[config.mk]
export PLATFORM = sky130hd
export DESIGN_NAME = decimal_number_token_scanner
export DESIGN_NICKNAME = d
export VERILOG_FILES = /design/src/sv/dnts_pkg.sv /design/src/sv/dnts_front.sv /design/src/sv/dnts_queue.sv /design/src/sv/dnts_back.sv /design/src/sv/decimal_number_token_scanner.sv
export SDC_FILE = /design/constraint.sdc
export NUM_CORES = 1
export LEC_CHECK = 0
export BUFFER_PORTS_ARGS = -buffer_cell sky130_fd_sc_hd__buf_2
export CAP_MARGIN = 20
export CORE_MARGIN = 1.5
export CORE_UTILIZATION = 30
export DETAILED_ROUTE_END_ITERATION = 10
export PLACE_DENSITY_LB_ADDON = 0.08
export SYNTH_ARGS = -nofsm -noshare
export SYNTH_HDL_FRONTEND = slang
export SYNTH_SLANG_ARGS = --single-unit
[constraint.sdc]
create_clock -name clk_i -period 22.6 [get_ports clk_i]
set_input_delay 6.78 -clock clk_i [delete_from_list [all_inputs] [get_ports clk_i]]
set_output_delay 6.78 -clock clk_i [all_outputs]
set_load 0.01 [all_outputs]
[src/sv/dnts_pkg.sv]
// ---------------------------------------------------------------------------
// dnts_pkg
// Shared types and constants of the decimal number token scanner.
// ---------------------------------------------------------------------------
`default_nettype none

package dnts_pkg;

  // Positions and the fraction digit count saturate here
  localparam int unsigned TOKEN_LEN_MAX = 4096;
  localparam int unsigned POS_W         = $clog2(TOKEN_LEN_MAX + 1);

  localparam int unsigned ACC_W       = 64;
  localparam int unsigned QUEUE_DEPTH = 2;

  localparam logic [7:0] CH_MINUS = 8'h2D;
  localparam logic [7:0] CH_PLUS  = 8'h2B;
  localparam logic [7:0] CH_DOT   = 8'h2E;
  localparam logic [7:0] CH_LOW_E = 8'h65;
  localparam logic [7:0] CH_UP_E  = 8'h45;
  localparam logic [7:0] CH_ZERO  = 8'h30;
  localparam logic [7:0] CH_NINE  = 8'h39;

  typedef enum logic [2:0] {
    CLS_ZERO,
    CLS_DIGIT,
    CLS_MINUS,
    CLS_PLUS,
    CLS_DOT,
    CLS_EXP,
    CLS_OTHER
  } char_cls_e;

  typedef struct packed {
    char_cls_e  cls;
    logic [3:0] digit;
    logic       is_last;
  } item_t;

  typedef enum logic [3:0] {
    PH_START,
    PH_AFTER_SIGN,
    PH_AFTER_ZERO,
    PH_INT,
    PH_AFTER_DOT,
    PH_FRAC,
    PH_AFTER_E,
    PH_AFTER_ESIGN,
    PH_EXP
  } phase_e;

  typedef enum logic [2:0] {
    ERR_NONE,
    ERR_END,
    ERR_ZERO,
    ERR_DIGIT,
    ERR_LARGE,
    ERR_SYMBOL
  } err_e;

  typedef enum logic [1:0] {
    KIND_INT,
    KIND_FLOAT,
    KIND_ERROR
  } kind_e;

  typedef enum logic [1:0] {
    ACC_NONE,
    ACC_WHOLE,
    ACC_FRAC,
    ACC_EXP
  } acc_sel_e;

  // What the current character does to the datapath
  typedef struct packed {
    acc_sel_e acc_sel;
    err_e     err;
    logic     set_sign;
    logic     set_exp_sign;
  } action_t;

  typedef struct packed {
    kind_e             kind;
    logic [ACC_W-1:0]  int_value;
    logic              is_negative;
    logic [ACC_W-1:0]  whole_digits;
    logic [ACC_W-1:0]  fraction_digits;
    logic [POS_W-1:0]  fraction_count;
    logic              exp_is_negative;
    logic [ACC_W-1:0]  exp_magnitude;
    err_e              error_code;
    logic [POS_W-1:0]  error_position;
  } result_t;

endpackage

`default_nettype wire

[src/sv/dnts_front.sv]
// ---------------------------------------------------------------------------
// dnts_front
// Character classifier: turns an ASCII code into a character class and
// digit value for the scan engine.
// ---------------------------------------------------------------------------
`default_nettype none

module dnts_front import dnts_pkg::*; (
  input  var logic [7:0] char_code_i,
  input  var logic       is_last_i,
  output item_t          item_o
);

  always_comb begin
    item_o.digit   = char_code_i[3:0];
    item_o.is_last = is_last_i;
    if (char_code_i == CH_ZERO) begin
      item_o.cls = CLS_ZERO;
    end else if (char_code_i > CH_ZERO && char_code_i <= CH_NINE) begin
      item_o.cls = CLS_DIGIT;
    end else if (char_code_i == CH_MINUS) begin
      item_o.cls = CLS_MINUS;
    end else if (char_code_i == CH_PLUS) begin
      item_o.cls = CLS_PLUS;
    end else if (char_code_i == CH_DOT) begin
      item_o.cls = CLS_DOT;
    end else if (char_code_i == CH_LOW_E || char_code_i == CH_UP_E) begin
      item_o.cls = CLS_EXP;
    end else begin
      item_o.cls = CLS_OTHER;
    end
  end

endmodule

`default_nettype wire

[src/sv/dnts_queue.sv]
// ---------------------------------------------------------------------------
// dnts_queue
// Short queue of classified characters between classifier and scan engine.
// ---------------------------------------------------------------------------
`default_nettype none

module dnts_queue import dnts_pkg::*; (
  input  var logic  clk_i,
  input  var logic  rst_ni,
  input  var logic  push_i,
  input  item_t     item_i,
  output logic      full_o,
  output logic      valid_o,
  output item_t     item_o,
  input  var logic  pop_i
);

  localparam int unsigned PTR_W = (QUEUE_DEPTH > 1) ? $clog2(QUEUE_DEPTH) : 1;
  localparam int unsigned CNT_W = $clog2(QUEUE_DEPTH + 1);
  localparam logic [PTR_W-1:0] LAST_PTR = PTR_W'(QUEUE_DEPTH - 1);

  item_t            mem_q [QUEUE_DEPTH];
  logic [PTR_W-1:0] wptr_q, wptr_d;
  logic [PTR_W-1:0] rptr_q, rptr_d;
  logic [CNT_W-1:0] count_q, count_d;
  logic             do_push, do_pop;

  assign full_o  = (count_q == CNT_W'(QUEUE_DEPTH));
  assign valid_o = (count_q != '0);
  assign item_o  = mem_q[rptr_q];
  assign do_push = push_i && !full_o;
  assign do_pop  = pop_i && valid_o;

  always_comb begin
    wptr_d  = wptr_q;
    rptr_d  = rptr_q;
    count_d = count_q;
    if (do_push) begin
      wptr_d = (wptr_q == LAST_PTR) ? '0 : wptr_q + PTR_W'(1);
    end
    if (do_pop) begin
      rptr_d = (rptr_q == LAST_PTR) ? '0 : rptr_q + PTR_W'(1);
    end
    if (do_push && !do_pop) begin
      count_d = count_q + CNT_W'(1);
    end else if (!do_push && do_pop) begin
      count_d = count_q - CNT_W'(1);
    end
  end

  always_ff @(posedge clk_i or negedge rst_ni) begin
    if (!rst_ni) begin
      wptr_q  <= '0;
      rptr_q  <= '0;
      count_q <= '0;
    end else begin
      wptr_q  <= wptr_d;
      rptr_q  <= rptr_d;
      count_q <= count_d;
    end
  end

  always_ff @(posedge clk_i) begin
    if (do_push) begin
      mem_q[wptr_q] <= item_i;
    end
  end

  a_count_bound: assert property (@(posedge clk_i) disable iff (!rst_ni)
    count_q <= CNT_W'(QUEUE_DEPTH))
    else $error("queue count beyond depth");

  a_pop_moves_rptr: assert property (@(posedge clk_i) disable iff (!rst_ni)
    do_pop && !do_push |=> count_q == $past(count_q) - CNT_W'(1))
    else $error("pop without matching count drop");

  a_push_nonempty: assert property (@(posedge clk_i) disable iff (!rst_ni)
    do_push |=> valid_o)
    else $error("queue empty right after push");

endmodule

`default_nettype wire

[src/sv/dnts_back.sv]
// ---------------------------------------------------------------------------
// dnts_back
// Scan engine: phase machine, shared times-ten accumulator unit, first-error
// capture and the one-entry result register.
// ---------------------------------------------------------------------------
`default_nettype none

module dnts_back import dnts_pkg::*; (
  input  var logic  clk_i,
  input  var logic  rst_ni,
  input  var logic  item_valid_i,
  input  item_t     item_i,
  output logic      item_pop_o,
  output result_t   result_o,
  output logic      empty,
  input  var logic  pop
);

  localparam logic [POS_W-1:0] POS_MAX = POS_W'(TOKEN_LEN_MAX);

  phase_e           phase_q, phase_d, phase_step;
  logic             sign_q, sign_d;
  logic [ACC_W-1:0] whole_q, whole_d;
  logic [ACC_W-1:0] frac_q, frac_d;
  logic [POS_W-1:0] frac_cnt_q, frac_cnt_d;
  logic             exp_sign_q, exp_sign_d;
  logic [ACC_W-1:0] exp_q, exp_d;
  logic             float_q, float_d;
  logic [POS_W-1:0] char_idx_q, length;
  err_e             held_q, err_scan, err_fin;
  logic [POS_W-1:0] held_pos_q, pos_scan, pos_fin;

  logic             out_valid_q, out_valid_d;
  result_t          res_q, res_d;

  action_t          act;
  logic             is_dig, scan_en, take;
  logic [ACC_W-1:0] acc_cur;
  logic [ACC_W+3:0] acc_ext, acc_next;
  logic             acc_ovf;

  assign is_dig     = (item_i.cls == CLS_ZERO) || (item_i.cls == CLS_DIGIT);
  assign scan_en    = (held_q == ERR_NONE);
  assign take       = item_valid_i && (!item_i.is_last || !out_valid_q || pop);
  assign item_pop_o = take;
  assign empty      = !out_valid_q;
  assign result_o   = res_q;

  // Datapath action per phase and character class
  always_comb begin
    act = '{acc_sel: ACC_NONE, err: ERR_NONE, set_sign: 1'b0, set_exp_sign: 1'b0};
    case (phase_q)
      PH_START, PH_AFTER_SIGN: begin
        if (phase_q == PH_START && item_i.cls inside {CLS_MINUS, CLS_PLUS}) begin
          act.set_sign = 1'b1;
        end else if (item_i.cls == CLS_DIGIT) begin
          act.acc_sel = ACC_WHOLE;
        end else if (item_i.cls != CLS_ZERO) begin
          act.err = ERR_DIGIT;
        end
      end
      PH_AFTER_ZERO: begin
        if (!(item_i.cls inside {CLS_DOT, CLS_EXP})) begin
          act.err = ERR_ZERO;
        end
      end
      PH_INT: begin
        if (is_dig) begin
          act.acc_sel = ACC_WHOLE;
        end else if (!(item_i.cls inside {CLS_DOT, CLS_EXP})) begin
          act.err = ERR_SYMBOL;
        end
      end
      PH_AFTER_DOT, PH_FRAC: begin
        if (is_dig) begin
          act.acc_sel = ACC_FRAC;
        end else if (phase_q == PH_AFTER_DOT) begin
          act.err = ERR_DIGIT;
        end else if (item_i.cls != CLS_EXP) begin
          act.err = ERR_SYMBOL;
        end
      end
      PH_AFTER_E, PH_AFTER_ESIGN, PH_EXP: begin
        if (is_dig) begin
          act.acc_sel = ACC_EXP;
        end else if (phase_q == PH_AFTER_E && item_i.cls inside {CLS_MINUS, CLS_PLUS}) begin
          act.set_exp_sign = 1'b1;
        end else if (phase_q == PH_EXP) begin
          act.err = ERR_SYMBOL;
        end else begin
          act.err = ERR_DIGIT;
        end
      end
      default: begin
        act.err = ERR_SYMBOL;
      end
    endcase
  end

  // Next phase
  always_comb begin
    phase_step = phase_q;
    case (phase_q)
      PH_START, PH_AFTER_SIGN: begin
        if (phase_q == PH_START && item_i.cls inside {CLS_MINUS, CLS_PLUS}) begin
          phase_step = PH_AFTER_SIGN;
        end else if (item_i.cls == CLS_ZERO) begin
          phase_step = PH_AFTER_ZERO;
        end else if (item_i.cls == CLS_DIGIT) begin
          phase_step = PH_INT;
        end
      end
      PH_AFTER_ZERO, PH_INT: begin
        if (item_i.cls == CLS_DOT) begin
          phase_step = PH_AFTER_DOT;
        end else if (item_i.cls == CLS_EXP) begin
          phase_step = PH_AFTER_E;
        end
      end
      PH_AFTER_DOT, PH_FRAC: begin
        if (is_dig) begin
          phase_step = PH_FRAC;
        end else if (phase_q == PH_FRAC && item_i.cls == CLS_EXP) begin
          phase_step = PH_AFTER_E;
        end
      end
      PH_AFTER_E, PH_AFTER_ESIGN, PH_EXP: begin
        if (is_dig) begin
          phase_step = PH_EXP;
        end else if (phase_q == PH_AFTER_E && item_i.cls inside {CLS_MINUS, CLS_PLUS}) begin
          phase_step = PH_AFTER_ESIGN;
        end
      end
      default: begin
        phase_step = phase_q;
      end
    endcase
  end

  // Shared acc*10 + d; overflow when anything lands above bit 63
  always_comb begin
    case (act.acc_sel)
      ACC_WHOLE: acc_cur = whole_q;
      ACC_FRAC:  acc_cur = frac_q;
      ACC_EXP:   acc_cur = exp_q;
      default:   acc_cur = '0;
    endcase
    acc_ext  = {4'b0, acc_cur};
    acc_next = (acc_ext << 3) + (acc_ext << 1) + {{ACC_W{1'b0}}, item_i.digit};
    acc_ovf  = |acc_next[ACC_W+3:ACC_W];
  end

  // State update and first-error capture
  always_comb begin
    phase_d    = phase_q;
    sign_d     = sign_q;
    whole_d    = whole_q;
    frac_d     = frac_q;
    frac_cnt_d = frac_cnt_q;
    exp_sign_d = exp_sign_q;
    exp_d      = exp_q;
    float_d    = float_q;
    err_scan   = held_q;
    pos_scan   = held_pos_q;
    if (scan_en) begin
      phase_d = phase_step;
      if (act.set_sign) begin
        sign_d = (item_i.cls == CLS_MINUS);
      end
      if (act.set_exp_sign) begin
        exp_sign_d = (item_i.cls == CLS_MINUS);
      end
      case (act.acc_sel)
        ACC_WHOLE: begin
          if (!acc_ovf) whole_d = acc_next[ACC_W-1:0];
        end
        ACC_FRAC: begin
          if (!acc_ovf) frac_d = acc_next[ACC_W-1:0];
          if (frac_cnt_q < POS_MAX) frac_cnt_d = frac_cnt_q + POS_W'(1);
          float_d = 1'b1;
        end
        ACC_EXP: begin
          if (!acc_ovf) exp_d = acc_next[ACC_W-1:0];
          float_d = 1'b1;
        end
        default: ;
      endcase
      if (act.err != ERR_NONE) begin
        err_scan = act.err;
        pos_scan = char_idx_q;
      end else if (act.acc_sel != ACC_NONE && acc_ovf) begin
        err_scan = ERR_LARGE;
        pos_scan = char_idx_q;
      end
    end
  end

  assign length = (char_idx_q < POS_MAX) ? char_idx_q + POS_W'(1) : char_idx_q;

  // End-of-token checks and result formation
  always_comb begin
    err_fin = err_scan;
    pos_fin = pos_scan;
    if (err_scan == ERR_NONE) begin
      if (phase_d inside {PH_START, PH_AFTER_SIGN, PH_AFTER_DOT, PH_AFTER_E,
                          PH_AFTER_ESIGN}) begin
        err_fin = ERR_END;
        pos_fin = length;
      end else if (!float_d && whole_d[ACC_W-1] && (!sign_d || |whole_d[ACC_W-2:0])) begin
        err_fin = ERR_LARGE;
        pos_fin = length;
      end
    end

    res_d = '0;
    if (err_fin != ERR_NONE) begin
      res_d.kind           = KIND_ERROR;
      res_d.error_code     = err_fin;
      res_d.error_position = pos_fin;
    end else if (float_d) begin
      res_d.kind            = KIND_FLOAT;
      res_d.is_negative     = sign_d;
      res_d.whole_digits    = whole_d;
      res_d.fraction_digits = frac_d;
      res_d.fraction_count  = frac_cnt_d;
      res_d.exp_is_negative = exp_sign_d;
      res_d.exp_magnitude   = exp_d;
    end else begin
      res_d.kind        = KIND_INT;
      res_d.int_value   = sign_d ? ACC_W'(0) - whole_d : whole_d;
      res_d.is_negative = sign_d;
    end

    out_valid_d = out_valid_q;
    if (take && item_i.is_last) begin
      out_valid_d = 1'b1;
    end else if (pop) begin
      out_valid_d = 1'b0;
    end
  end

  always_ff @(posedge clk_i or negedge rst_ni) begin
    if (!rst_ni) begin
      phase_q     <= PH_START;
      sign_q      <= 1'b0;
      whole_q     <= '0;
      frac_q      <= '0;
      frac_cnt_q  <= '0;
      exp_sign_q  <= 1'b0;
      exp_q       <= '0;
      float_q     <= 1'b0;
      char_idx_q  <= '0;
      held_q      <= ERR_NONE;
      held_pos_q  <= '0;
      out_valid_q <= 1'b0;
    end else begin
      out_valid_q <= out_valid_d;
      if (take && item_i.is_last) begin
        phase_q    <= PH_START;
        sign_q     <= 1'b0;
        whole_q    <= '0;
        frac_q     <= '0;
        frac_cnt_q <= '0;
        exp_sign_q <= 1'b0;
        exp_q      <= '0;
        float_q    <= 1'b0;
        char_idx_q <= '0;
        held_q     <= ERR_NONE;
        held_pos_q <= '0;
      end else if (take) begin
        phase_q    <= phase_d;
        sign_q     <= sign_d;
        whole_q    <= whole_d;
        frac_q     <= frac_d;
        frac_cnt_q <= frac_cnt_d;
        exp_sign_q <= exp_sign_d;
        exp_q      <= exp_d;
        float_q    <= float_d;
        char_idx_q <= length;
        held_q     <= err_scan;
        held_pos_q <= pos_scan;
      end
    end
  end

  always_ff @(posedge clk_i) begin
    if (take && item_i.is_last) begin
      res_q <= res_d;
    end
  end

  a_last_clears: assert property (@(posedge clk_i) disable iff (!rst_ni)
    take && item_i.is_last |=> phase_q == PH_START && held_q == ERR_NONE
                               && char_idx_q == '0)
    else $error("scan state not cleared after last transfer");

  a_idx_sat: assert property (@(posedge clk_i) disable iff (!rst_ni)
    char_idx_q <= POS_MAX)
    else $error("character index past saturation");

  a_err_sticky: assert property (@(posedge clk_i) disable iff (!rst_ni)
    held_q != ERR_NONE && take && !item_i.is_last |=> $stable(held_q) && $stable(held_pos_q))
    else $error("held error changed mid-token");

  a_kind_err: assert property (@(posedge clk_i) disable iff (!rst_ni)
    out_valid_q |-> ((res_q.kind == KIND_ERROR) == (res_q.error_code != ERR_NONE)))
    else $error("result kind and error code disagree");

  a_no_overwrite: assert property (@(posedge clk_i) disable iff (!rst_ni)
    out_valid_q && !pop |-> !(take && item_i.is_last))
    else $error("result register overwritten before transfer");

endmodule

`default_nettype wire

[src/sv/decimal_number_token_scanner.sv]
// ---------------------------------------------------------------------------
// decimal_number_token_scanner
// Scans a decimal number token one character at a time and returns its
// integer value, float components or the first error.
// ---------------------------------------------------------------------------
// One character is taken per clock cycle while the queue is not full, with
// no gaps between tokens. A classifier decodes each character on entry into a
// two-entry queue; the scan engine retires one queued character per cycle
// through a single shared times-ten-plus-digit unit, so the sustained rate is
// one character per cycle while results are popped. When the engine takes a
// token's last character from the queue, the result is registered in a
// one-entry result register; while it waits, the engine keeps consuming
// characters of the next token and stalls only on that token's last character.
`default_nettype none

module decimal_number_token_scanner import dnts_pkg::*; (
  input  var logic                clk_i,
  input  var logic                rst_ni,
  input  var logic                push,
  output logic                    full,
  input  var logic [7:0]          char_code_i,
  input  var logic                is_last_i,
  output logic                    empty,
  input  var logic                pop,
  output logic [1:0]              kind_o,
  output logic signed [ACC_W-1:0] int_value_o,
  output logic                    is_negative_o,
  output logic [ACC_W-1:0]        whole_digits_o,
  output logic [ACC_W-1:0]        fraction_digits_o,
  output logic [POS_W-1:0]        fraction_count_o,
  output logic                    exp_is_negative_o,
  output logic [ACC_W-1:0]        exp_magnitude_o,
  output logic [2:0]              error_code_o,
  output logic [POS_W-1:0]        error_position_o
);

  item_t   cls_item, q_item;
  logic    q_valid, q_pop;
  result_t res;

  dnts_front u_front (
    .char_code_i (char_code_i),
    .is_last_i   (is_last_i),
    .item_o      (cls_item)
  );

  dnts_queue u_queue (
    .clk_i   (clk_i),
    .rst_ni  (rst_ni),
    .push_i  (push),
    .item_i  (cls_item),
    .full_o  (full),
    .valid_o (q_valid),
    .item_o  (q_item),
    .pop_i   (q_pop)
  );

  dnts_back u_back (
    .clk_i        (clk_i),
    .rst_ni       (rst_ni),
    .item_valid_i (q_valid),
    .item_i       (q_item),
    .item_pop_o   (q_pop),
    .result_o     (res),
    .empty        (empty),
    .pop          (pop)
  );

  assign kind_o            = res.kind;
  assign int_value_o       = res.int_value;
  assign is_negative_o     = res.is_negative;
  assign whole_digits_o    = res.whole_digits;
  assign fraction_digits_o = res.fraction_digits;
  assign fraction_count_o  = res.fraction_count;
  assign exp_is_negative_o = res.exp_is_negative;
  assign exp_magnitude_o   = res.exp_magnitude;
  assign error_code_o      = res.error_code;
  assign error_position_o  = res.error_position;

endmodule

`default_nettype wire

---- Word-level counts from Yosys, hierarchy flattened ----
Memory sizes are Yosys's and may differ from the RTL's.
Cells that the tools add are included.
storage, ports and cells
  flip-flop bits (word level) ............. 535
  latch bits .............................. 0
  RAM bits ................................ 16
  bits in read-only memories .............. 0
  input port bits ......................... 13
  output and inout bits ................... 291
  memories ................................ 1
memories
  memory         words  bits a word  rd ports  clocked after Yosys merged registers in  write ports  RTL line          RTL
  u_queue.mem_q  2      8            1         0                                        1            dnts_queue.sv:22  item_t mem_q [QUEUE_DEPTH];
cells by class
  add/subtract/negate cells ............... 9
  multiply operators ...................... 0
  div/mod/pow operators ................... 0
  order comparisons ....................... 4
  equal/unequal tests ..................... 28
  shift-type cells ........................ 0
  multiplexer cells ....................... 104
  bitwise operators ....................... 1
  reductions and logical operators ........ 50
operators by type and width
  kind                                                  number
  two-way mux 64 bit                                    16
  two-way mux 13 bit                                    16
  one-hot mux 64 bit (3 select lines)                   1
  adder 67 x 65 -> 68 bit                               1
  adder 68 x 4 -> 68 bit                                1
  subtractor 1 x 64 -> 64 bit (first input constant)    1
  two-way mux 3 bit                                     21
  OR reduction 63 bit                                   1
  two-way mux 4 bit                                     12
  equality test 8 x 6 -> 1 bit (second input constant)  4
  equality test 4 x 3 -> 1 bit (second input constant)  7
  adder 13 x 1 -> 13 bit (second input constant)        2
  less-than comparator 13 bit (second input constant)   2
  two-way mux 1 bit                                     26
  equality test 8 x 7 -> 1 bit (second input constant)  2
  two-way mux 2 bit                                     8
  one-hot mux 4 bit (4 select lines)                    1
  one-hot mux 3 bit (5 select lines)                    1
  nonzero test 2 bit                                    7
  logical AND 1 bit                                     13
  OR reduction 2 bit                                    6
  logical NOT 3 bit                                     3
  nonzero test 3 bit                                    3
  equality test 4 x 1 -> 1 bit (second input constant)  2
  22 further kinds                                      39

---- Logic depth before layout (Yosys ltp) ----
An unclocked memory read counts as a cell.
  depth in word-level cells ............... 22
  mapped depth ............................ 38

---- By module ----
A second synthesis with hierarchy kept.
unflattened totals
  cell total of the unflattened synthesis .. 3,329
  area, all modules ....................... 32,172.1 um2
by module, submodules not included
  module      instances  cells an instance  area an instance (um2)  seq. area each (um2)
  dnts_back   1          3,263              31,218.7                14,734.1
  dnts_queue  1          44                 783.3                   580.6
  dnts_front  1          22                 170.2                   0.0

---- Worst setup path after synthesis ----
No wires, ideal clock.
  path kind ............................... in2reg
  from .................................... in pop
  to ...................................... reg u_back.whole_q[19]
  setup time .............................. 0.121 ns
  data arrival time ....................... 22.323 ns
  required time ........................... 22.479 ns
  setup slack ............................. 0.156 ns
  cell stages on the path ................. 6
  path buffers ............................ 1
  path through ............................ nand2b_1 o21ai_1 nor2_1 nor2_1 clkbuf_1 a22o_1
between the ends
  word-level cells in the longest chain between the ends .. 4
RTL lines
  what                                                             RTL line                            RTL
  from (decl)                                                      decimal_number_token_scanner.sv:24  input var logic pop,
  logical OR 1 bit *                                               dnts_back.sv:44                     assign take = item_valid_i && (!item_i.is_last || !out_valid_q || pop);
  logical AND 1 bit *                                              dnts_back.sv:44
  logical AND 1 bit                                                dnts_back.sv:258                    if (take && item_i.is_last) begin
  two-way mux 64 bit / nonzero test 2 bit (equally long branches)  -
  to (signal assigned)                                             dnts_back.sv:273                    whole_q <= whole_d;
  to (decl)                                                        dnts_back.sv:23                     logic [ACC_W-1:0] whole_q, whole_d;
Mark *: on every way between the ends. The rest lies on a longest branch, timed or not.
A chain may end at the register's enable or synchronous reset.

---- Final worst setup path ----
  from .................................... reg u_back.phase_q[0]
  to ...................................... reg u_back.res_q (netlist bit u_back.result_o[259]) (data pin)
between the ends
  word-level cells in the longest chain between the ends .. 20
RTL lines
  what                                                              RTL line          RTL
  from (decl)                                                       dnts_back.sv:21   phase_e phase_q, phase_d, phase_step;
  from (signal assigned)                                            dnts_back.sv:271  phase_q <= phase_d;
  branches (longest 20 deep; another with adder 67 x 65 -> 68 bit)  -
  to (signal assigned)                                              dnts_back.sv:288  res_q <= res_d;
  to (decl)                                                         dnts_back.sv:34   result_t res_q, res_d;
Parallel ways; which one is timed is not known.

==> results.md <==
* Largest net degree at the start of global routing at 89
* Main synth FF type: edfxtp_1
* Fmax achieved at 91.2 MHz
* Num rows at 119
* Final setup fails at 0
* Capturing element type of the critical path: flop
* Synth Cell Area at 32,100 sq um
* Grt met2 use at 34.8%
* Yosys top cell area share at 28.5%
* Die Span Y at 330 microns
* Largest cells by area after synthesis: edfxtp_1 29%, dfrtp_1 19%, nand2_1 5.6%
* Post-synth EDFFs at 305
* Area leader, netlist: edfxtp_1
* Clock transition at the registers of the reported paths at 0.07 ns
* Gr busiest metal: met2
* Post-synth top cells: 483 x nand2_1, 312 x nor2_1, 305 x edfxtp_1
* First-pass GRT wire length at 183,000 microns
* PwrDens at 106 nW/um^2
* # hold bufs at CTS at 0
* Slowest stage delay, CP at 0.65 ns
* Yosys warns at 0
* Min-delay worst type: flop to flop
* Post-Route WL at 124,000 microns
* Maxcap violations at 0
* H-tree depth at 3
* RSZ-0062 raised after global routing: false
* Critical-path maximum fanout at 46
* Skew final at 0.0452 ns
* Syn nets at 3,488
* Fin crit period at 10.96 ns
* Die W at 330 microns
* Setup TNS at 0 ns
* Area Overhead vs Synth at 15.7%
* Post-synthesis sequential area ratio at 47.7%
* Die ar. at 109,000 sq um
* Post-CTS setup buffer count at 0
* Met3 usage in global routing at 3.49%
* Drt via density at 5.46
* Most common cell in the netlist: nand2_1
* Post-route ant nets at 0
* Leak at 15.2 nW
* Crit path required time at 23.07 ns
* Multi-input logic area at 15,800 sq um
* DP HPWL at 87,600 microns
* Num CTS Buffers at 70
* Met1 GRT Util at 32.3%
* Post-synth cell types at 95
* Seq. cell area at 15,300 sq um
* DRC at 0
* Num Clock Sinks at 551
* Worst-Margin Slew at 1.22 ns
* Asr flop ratio synth at 44.6%
* Final Hold Viols at 0
* Worst skew pair latency at 0.66 ns
* All-layer global routing usage at 22.5%
* Share of post-route cells with drive strength above 1 at 14.4%
* Iter 0 DRT Violations at 2,064
* Worst Setup Path Type: flop to flop
* Number of gates resized after CTS at 0
* Util after Layout at 35.2%
* Crit-path most repeated cell: buf_4
* Filler cell count at 11,000
* Critical Path Slowest Stage Cell: or4b_1
* CP startpoint kind: flop
* Initial antenna violation count at 3
* Tcrit/Tclk final at 48.5%
* 1st-pass router iterations at 5
* Vias in the first global route at 26,600
* Slew HR at 18.1%
* Net count, final at 3,697
* # diodes at 0
* CTS tree: yes
* Critical Path AT at 11.43 ns
* Worst ir drop on vdd at 77.4 uV
* Status: finished, final reports clean
* GRT Residual Overflow at 0
* Initial core utilization at 30.4%
* Root Buffer: clkbuf_16
* Mapped Cells at 3,343
* Routed via count at 27,300
* Worst hold slack at 0.501 ns
* Synth Register Bits at 551
* Fin. max-slew vios at 0
* GPL Wtd Cong at 0.888
* Syn avg cell area at 9.61 sq um
* Drt wl/cell at 24.9 microns
* Core outline area at 106,000 sq um
* Num ports at 304
* Clock Path Buffers at 3
* Port Buf Inserts at 303
-- routing by layer --
metal / routed length (microns) / up-vias
met2: 56100 / 778
met3: 6220 / 152
li1: - / 12700
met1: 59100 / 13700
met5: 13 / -
met4: 2930 / 2
-- through the flow --
| stage | area (sq um) | instances | worst slack (ns) | total power [mW] |
|---|---|---|---|---|
| 3_3_place_gp | 35000 | 4871 | 12.03 | 2.93 |
| 5_1_grt | 37200 | 4999 | 10.99 | 4.16 |
| 4_1_cts | 37200 | 4999 | 11.55 | 4.02 |
| 2_1_floorplan | 32100 | 3343 | 0.156 | 2.35 |
| 3_5_place_dp | 35000 | 4871 | 11.61 | 2.92 |
| 6_report | 37200 | 4999 | 11.64 | 3.96 |
-- critical path, delay by kind of cell, from the launching register on --
family | cells | cell delay (ns)
flops | 1 | 0.54
simple gates | 9 | 3.06
mux | 1 | 0.52
fa+ha+maj | 3 | 0.93
buf+inv | 5 | 2.02
compound gates | 11 | 3.56
-- report_power, final --
| part | internal, mW | switching (mW) | total (mW) | leakage, nW |
|---|---|---|---|---|
| combinational | 0.363 | 1.00 | 1.36 | 7.68 |
| sequential | 1.40 | 0.118 | 1.52 | 6.42 |
| clock | 0.611 | 0.464 | 1.07 | 1.05 |
| total | 2.37 | 1.58 | 3.96 | 15.2 |
-- flip-flops by register name, indices dropped and copies added, names as in the netlist --
register	flops
u_back.exp_sign_q	1
u_back.frac_cnt_q	13
u_queue.count_q	2
u_back.held_q	3
u_back.whole_q	64
u_queue.wptr_q	1
u_queue.rptr_q	1
u_back.float_q	1
u_back.held_pos_q	13
u_back.result_o	289
u_queue.mem_q	16
u_back.frac_q	64
u_back.out_valid_q	1
u_back.char_idx_q	13
u_back.exp_q	64
u_back.phase_q	4
u_back.sign_q	1
-- area by class of cell --
type / count / area share [%]
multi-input cells: 2521 / 42.6
inverters: 44 / 0.444
clock buffers: 92 / 5.15
well taps: 1391 / 4.68
clock inverters: 36 / 0.612
flip-flops and latches: 551 / 41.2
repair buffers: 364 / 5.37
-- placed cells by master, fill, tap and decap left out, drive strengths merged, types with 52 or more instances in the layout --
cell / instances
a21oi: 256
nand3: 97
mux2i: 138
ha: 131
xor2: 69
o21ai: 248
xnor2: 58
dfrtp: 246
clkbuf: 92
nand2: 483
buf: 364
edfxtp: 305
nor3: 52
a22o: 136
nor2: 312
-- logic make-up (layout without fill, tap and decap cells) --
logic type / Yosys count / after routing / synth area share [%]
AND/OR/NAND/NOR: 1178 / 1178 / 16.6
AO/OA/AOI/OAI: 934 / 934 / 18.9
flip-flops: 551 / 551 / 47.7
buffers and inverters: 271 / 536 / 3.47
multiplexers: 150 / 150 / 4.73
adder cells (fa/ha/maj): 132 / 132 / 5.16
XOR/XNOR: 127 / 127 / 3.46
-- worst paths after layout --
| check | start | end | slack (ns) | cells past startpoint |
|---|---|---|---|---|
| hold reg to reg | u_back.held_pos_q[0]$_DFFE_PN0P_ | u_back.held_pos_q[0]$_DFFE_PN0P_ | 0.50 | 1 |
| max in group asynchronous | rst_ni | u_back.exp_q[14]$_DFFE_PN0P_ | 15.04 | 2 |
| hold / removal | u_back.held_pos_q[0]$_DFFE_PN0P_ | u_back.held_pos_q[0]$_DFFE_PN0P_ | 0.50 | 1 |
| min in group asynchronous | rst_ni | u_back.exp_q[54]$_DFFE_PN0P_ | 6.16 | 1 |
| setup / recovery | u_back.phase_q[0]$_DFFE_PN0P_ | u_back.result_o[259]$_SDFFCE_PP0P_ | 11.64 | 29 |
| setup reg to reg | u_back.phase_q[0]$_DFFE_PN0P_ | u_back.result_o[259]$_SDFFCE_PP0P_ | 11.64 | 29 |
No activity file was read; power rests on OpenSTA's default activity.
